==> config.mk <==
export PLATFORM = sky130hd
export DESIGN_NAME = pie_div
export DESIGN_NICKNAME = d
export VERILOG_FILES = /design/src/rtl/pie_pkg.sv /design/src/rtl/pie_div.sv
export SDC_FILE = /design/constraint.sdc
export NUM_CORES = 1
export LEC_CHECK = 0
export CORE_AREA = 2 2 163 165
export CTS_CLUSTER_DIAMETER = 100
export CTS_CLUSTER_SIZE = 8
export DETAILED_ROUTE_END_ITERATION = 10
export DIE_AREA = 0 0 165 167
export DONT_BUFFER_PORTS = 1
export GPL_ROUTABILITY_DRIVEN = 0
export HOLD_SLACK_MARGIN = 0.03
export PLACE_DENSITY = 0.51
export SETUP_SLACK_MARGIN = 0.1
export SLEW_MARGIN = 20
export SYNTH_ARGS = -nofsm -noshare
export SYNTH_HDL_FRONTEND = slang
export SYNTH_SLANG_ARGS = --single-unit
==> constraint.sdc <==
create_clock -name clk_i -period 8.3 [get_ports clk_i]
set_input_delay 2.075 -clock clk_i [delete_from_list [all_inputs] [get_ports clk_i]]
set_output_delay 2.075 -clock clk_i [all_outputs]
set_load 0.005 [all_outputs]
==> src/rtl/pie_pkg.sv <==
// Package: widths, limits, mode codes, status codes and register indices of the PageRank iteration engine.
`default_nettype none
package pie_pkg;
  localparam int unsigned MaxNodes     = 1024;
  localparam int unsigned MaxEdges     = 8192;
  localparam int unsigned RankFracBits = 32;

  localparam int unsigned NodeW  = 10;
  localparam int unsigned CountW = 11;
  localparam int unsigned EdgeAw = 13;
  localparam int unsigned EcntW  = 14;
  localparam int unsigned DegW   = 14;
  localparam int unsigned RankW  = 32;
  localparam int unsigned AccW   = 33;
  localparam int unsigned SumW   = 42;
  localparam int unsigned NumW   = 65;
  localparam int unsigned IterW  = 8;
  localparam int unsigned CfgW   = 11;

  localparam logic [1:0] ModeLoad  = 2'd0;
  localparam logic [1:0] ModeRun   = 2'd1;
  localparam logic [1:0] ModeRead  = 2'd2;
  localparam logic [1:0] ModeClear = 2'd3;

  localparam logic [1:0] StatusOk    = 2'd0;
  localparam logic [1:0] StatusFull  = 2'd1;
  localparam logic [1:0] StatusRange = 2'd2;

  localparam logic CfgIterations = 1'b0;
  localparam logic CfgNodeCount  = 1'b1;
endpackage
`default_nettype wire

==> src/rtl/pie_div.sv <==
// Restoring divider: one quotient bit per cycle, shared by all divisions of the engine.
`default_nettype none
module pie_div
  import pie_pkg::*;
(
  input  wire logic            clk_i,
  input  wire logic            rst_ni,
  input  wire logic            start_i,
  input  wire logic [NumW-1:0] num_i,
  input  wire logic [SumW-1:0] den_i,
  output logic                 done_o,
  output logic [NumW-1:0]      quot_o
);
  localparam int unsigned CntW = $clog2(NumW + 1);

  logic [SumW:0]   rem_q, rem_d, trial;
  logic [NumW-1:0] quo_q, quo_d;
  logic [SumW-1:0] den_q, den_d;
  logic [CntW-1:0] cnt_q, cnt_d;
  logic            busy_q, busy_d, done_q, done_d;
  logic            ge;

  always_comb begin
    trial  = {rem_q[SumW-1:0], quo_q[NumW-1]};
    ge     = trial >= {1'b0, den_q};
    rem_d  = rem_q;
    quo_d  = quo_q;
    den_d  = den_q;
    cnt_d  = cnt_q;
    busy_d = busy_q;
    done_d = 1'b0;
    if (start_i) begin
      rem_d  = '0;
      quo_d  = num_i;
      den_d  = den_i;
      cnt_d  = '0;
      busy_d = 1'b1;
    end else if (busy_q) begin
      rem_d = ge ? (trial - {1'b0, den_q}) : trial;
      quo_d = {quo_q[NumW-2:0], ge};
      cnt_d = cnt_q + 1'b1;
      if (cnt_q == CntW'(NumW - 1)) begin
        busy_d = 1'b0;
        done_d = 1'b1;
      end
    end
  end

  always_ff @(posedge clk_i or negedge rst_ni) begin
    if (!rst_ni) begin
      busy_q <= 1'b0;
      done_q <= 1'b0;
      cnt_q  <= '0;
    end else begin
      busy_q <= busy_d;
      done_q <= done_d;
      cnt_q  <= cnt_d;
    end
  end

  always_ff @(posedge clk_i) begin
    rem_q <= rem_d;
    quo_q <= quo_d;
    den_q <= den_d;
  end

  assign done_o = done_q;
  assign quot_o = quo_q;
endmodule
`default_nettype wire

After elaboration in Yosys (flattened, before gate mapping)
Index checks and enable logic that the tools add are counted.
Widths: inputs -> output; s select.
{"block": "word_totals", "regBits": 158, "in_bits": 110, "out_inout_bits": 66, "wordCells": 22}
{"block": "classes", "add_sub_neg": 2, "n_lt_le_gt_ge": 1, "n_eq_ne": 1, "mux": 11, "reduce_logical": 1}
{"op": "$mux 65", "count": 2}
{"op": "$ge 43x42->1", "count": 1}
{"op": "$mux 42", "count": 1}
{"op": "$sub 42x42->42", "count": 1}
{"op": "$mux 7", "count": 2}
{"op": "$add 7x1->7 const B", "count": 1}
{"op": "$eq 7x7->1 const B", "count": 1}
{"op": "$mux 1", "count": 6}
{"op": "$reduce_bool 2->1", "count": 1}

Longest topological paths before layout
{"block": "depth", "depth_word": 4, "depth_mapped": 14}

Worst setup path after synthesis
OpenSTA, ideal clock, no wires.
{"block": "synth_timing", "kind": "input to register", "from": "input start_i", "to": "register quo_q[0] (netlist: quot_o[0]) (enable)", "setup_ns": 0.419, "arrival_ns": 4.001, "required_ns": 7.881, "path_slack_ns": 3.880, "stages": 4, "path_cell_list": "clkbuf_1 clkbuf_1 nor2_1 inv_1"}
{"block": "synth_between", "elab_chain_cells": 1}
{"element": "start: declaration", "line": "pie_div.sv:8", "rtl": "input wire logic start_i,"}
{"element": "$reduce_bool 2->1 (no source line)"}
{"element": "end signal: assignment", "line": "pie_div.sv:63", "rtl": "quo_q <= quo_d;"}
{"element": "end: declaration", "line": "pie_div.sv:17", "rtl": "logic [NumW-1:0] quo_q, quo_d;"}
Every way passes these cells.
A chain may end at the register's enable or synchronous reset.

Final worst setup path
{"block": "layout_timing", "from": "register den_q[12]", "to": "register rem_q[33]"}
{"block": "layout_between", "elab_chain_cells": 2, "word_cells_on_any_way": 3}
{"element": "start: declaration", "line": "pie_div.sv:18", "rtl": "logic [SumW-1:0] den_q, den_d;"}
{"element": "start signal: assignment", "line": "pie_div.sv:64", "rtl": "den_q <= den_d;"}
{"element": "$sub 42x42->42 or $ge 43x42->1 (tied branches)", "line": "pie_div.sv:39, pie_div.sv:25"}
{"element": "$mux 42 (*)", "line": "pie_div.sv:39", "rtl": "rem_d = ge ? (trial - {1'b0, den_q}) : trial;"}
{"element": "end signal: assignment", "line": "pie_div.sv:62", "rtl": "rem_q <= rem_d;"}
{"element": "end: declaration", "line": "pie_div.sv:16", "rtl": "logic [SumW:0] rem_q, rem_d, trial;"}
Mark *: on every way between the ends. The rest lies on a longest branch, timed or not.

==> impl_metrics.py <==
metrics = {
    "job": {
        "maxCapViolCount": 0,
    },
    "worst_setup_path": {
        "critPathCaptureType": "flop",
        "cp-start-kind": "flop",
        "crit_path_start": "den_q[12]",
        "reg2reg_slack_ps": 4690,
        "crit_fanout": 23,
        "ff2ff_path_depth": 12,
        "r2r-start": "den_q[12]",
        "cpPeakStageDelay_ps": 560,
        "crit_type": "flop to flop",
        "reg2reg_to": "rem_q[33]",
        "endpoint": "rem_q[33]",
        "arrival_ps": 3940,
        "cp_slowest_cell": "a31o_2",
        "crit_chain": "inv_1 > ha_1 > a21o_1 > a31oi_1 > o31ai_1 > a31o_1 > o211ai_1 > nand2_1 > a31o_2 > buf_4 > o311ai_1 > a311oi_1",
        "critPathRequiredTime_ps": 8630,
    },
    "logic_synthesis": {
        "ys_types": 61,
        "yosys_warnings": 0,
        "async_flop_share_pct": 5.70,
        "ys_seq_area_share_pct": 48.2,
        "ys_seq_elements": 158,
        "synth_area_per_cell_sq_um": 10.8,
        "syn-cell-area_sq_um": 8880,
        "syn_inst": 821,
        "ys.flop_type": "edfxtp_1",
        "syn-num-nets": 976,
        "synth_enable_flop_cells": 107,
    },
    "floorplan": {
        "die_h_microns": 167,
        "dieArea_sq_um": 27600,
        "initial_core_util_pct": 34.5,
        "die_w_microns": 165,
        "ioPinCount": 176,
        "core_sq_um": 25800,
        "num_rows": 59,
    },
    "final_layout": {
        "layout_commonest_cell": "edfxtp_1",
        "layout_common_cells": "edfxtp_1, mux2_2, nor2_1",
        "antenna_cells": 0,
        "final_util_pct": 37.9,
        "drive_gt1_share_pct": 13.6,
        "synthToLayoutAreaGrowth_pct": 9.84,
        "nets": 952,
    },
    "grt": {
        "antenna_found_initial": 1,
        "grt_overflow_total": 0,
        "grt_max_degree": 163,
        "grt_pass1_wl_mm": 31.9,
        "grt_pass1_vias": 6055,
        "grt_usage_pct": 14.5,
    },
    "clock_network": {
        "root_buffer": "clkbuf_16",
        "cts.sinks": 158,
        "cts-resized-gates": 0,
        "clk_pin_slew_ps": 70,
        "clockBufferDepth": 2,
        "ctsHoldBuffers": 0,
        "cts_tree": "built",
        "insertion_delay_ps": 430,
        "post_cts_buffers": 0,
        "numCtsBuffers": 17,
        "htree_levels": 4,
    },
    "drt": {
        "drtPass1Iterations": 5,
        "routed_via_density": 5.22,
        "wl_mm": 19.7,
        "vias": 5982,
        "ant_nets": 0,
        "routedWlPerCell_microns": 17.2,
        "drt_iter0_drc": 263,
        "drc": 0,
    },
    "sta": {
        "worst_slew_pin_slew_ps": 917,
        "slew_viol_final": 0,
        "hold_viol": 0,
        "fmaxAchievable_mhz": 277,
        "layout_min_cycle_time_ps": 3610,
        "grt_setup_unrepaired": "false",
        "finalSetupTns_ps": 0,
        "fin_crit_sh_pct": 43.5,
        "finalSetupViolCount": 0,
        "whs_ps": 465,
        "max_slew_margin_pct": 38.9,
        "finalClockSkew_ps": 15.2,
    },
    "run_status": {
        "status": "finished clean",
    },
    "worst_hold_path": {
        "worstHoldPathType": "flop to flop",
    },
    "placed_design": {
        "port_buffers": 0,
        "dp_hpwl_mm": 13.5,
    },
    "power_and_ir_drop": {
        "p_per_area_nw_per_um2": 315,
        "power.leakage_nw": 3.95,
        "ir_worst_vdd_uv": 142,
    },
}
==> power by group <==
part | total [mW] | switching, mW | leakage, nW | internal (mW)
logic | 1.15 | 0.635 | 2.08 | 0.513
clock network | 0.829 | 0.409 | 0.304 | 0.419
registers | 1.10 | 0.109 | 1.56 | 0.993
total | 3.08 | 1.15 | 3.95 | 1.93
==> cell usage after synthesis (7+ instances only) <==
master	count	area share [%]
a21oi_1	39	2.2
nand3_1	13	0.73
ha_1	44	6.2
a31oi_1	7	0.49
nor3_1	18	1.0
nor2_1	64	2.7
nand2_1	48	2.0
o21ai_0	23	1.3
dfxtp_1	42	9.5
nand4_1	7	0.49
inv_1	54	2.3
o31ai_1	8	0.68
o21a_1	7	0.59
mux2_2	65	8.2
clkbuf_1	30	1.3
edfxtp_1	107	36
a211oi_1	32	2.7
mux2i_1	32	3.6
xor2_1	18	1.8
buf_2	10	0.56
dfrtp_1	9	2.5
nor3b_1	8	0.68
xnor2_1	20	2.0
a21o_1	28	2.4
==> flip-flops by register name, summed over array words and instances (netlist names) <==
register  count
den_q        42
busy_q        1
rem_q        42
quot_o       65
done_o        1
cnt_q         7
==> worst min path at each step <==
stage / slack, ps / endpoint / cells after the start / start
after floorplan: 420 / rem_q[41] / 2 / rem_q[41]
after global placement: 450 / rem_q[41] / 2 / rem_q[41]
after detailed placement: 450 / rem_q[41] / 2 / rem_q[41]
after CTS: 470 / rem_q[41] / 2 / rem_q[41]
after global routing: 520 / rem_q[5] / 2 / rem_q[5]
final: 470 / rem_q[41] / 2 / rem_q[41]
==> final cells by class <==
cell class,instances,area (sq um)
clock inverters,15,206
clock buffers,17,425
inverters,54,203
multi-input cells,563,4200
well taps,335,419
repair buffers,3,22.5
fillers,2533,16000
flip-flops and latches,158,4280
==> critical path, delay by kind of cell, from the launching register on <==
kind | cells | cell delay, ps
AO/OA/AOI/OAI | 8 | 2050
buffers and inverters | 2 | 520
adder cells (fa/ha/maj) | 1 | 430
flip-flops | 1 | 340
AND/OR/NAND/NOR | 1 | 160
==> per-stage QoR <==
| stage | power, mW | cell area, sq um | worst slack, ps | instances |
|---|---|---|---|---|
| after floorplan | 2.05 | 8880 | 3880 | 821 |
| after global placement | 2.27 | 9130 | 4720 | 1113 |
| after detailed placement | 2.27 | 9130 | 4690 | 1113 |
| after CTS | 3.12 | 9760 | 4660 | 1145 |
| after global routing | 3.31 | 9760 | 4330 | 1145 |
| final | 3.08 | 9760 | 4690 | 1145 |
==> cell families after synthesis <==
family                     after synthesis  share of synthesized area [%]
adders and majority gates               45                           6.42
AOI/OAI and AO/OA                      197                           15.4
buffers and inverters                  100                           4.53
muxes                                   97                           11.8
xor gates and xnor gates                38                           3.75
DFF                                    158                           48.2
and+or+nand+nor                        186                           9.84
==> routing by layer <==
| layer | global-route usage, % | up-vias | part of all wire, % |
|---|---|---|---|
| met1 | 18.8 | 2818 | 46 |
| met2 | 23.1 | 154 | 46 |
| met5 | 0 | - | 0 |
| li1 | - | 2997 | - |
| met3 | 5.21 | 13 | 6.9 |
| met4 | 3.67 | 0 | 1.0 |
Note: power is estimated with default switching activity, not from simulation.
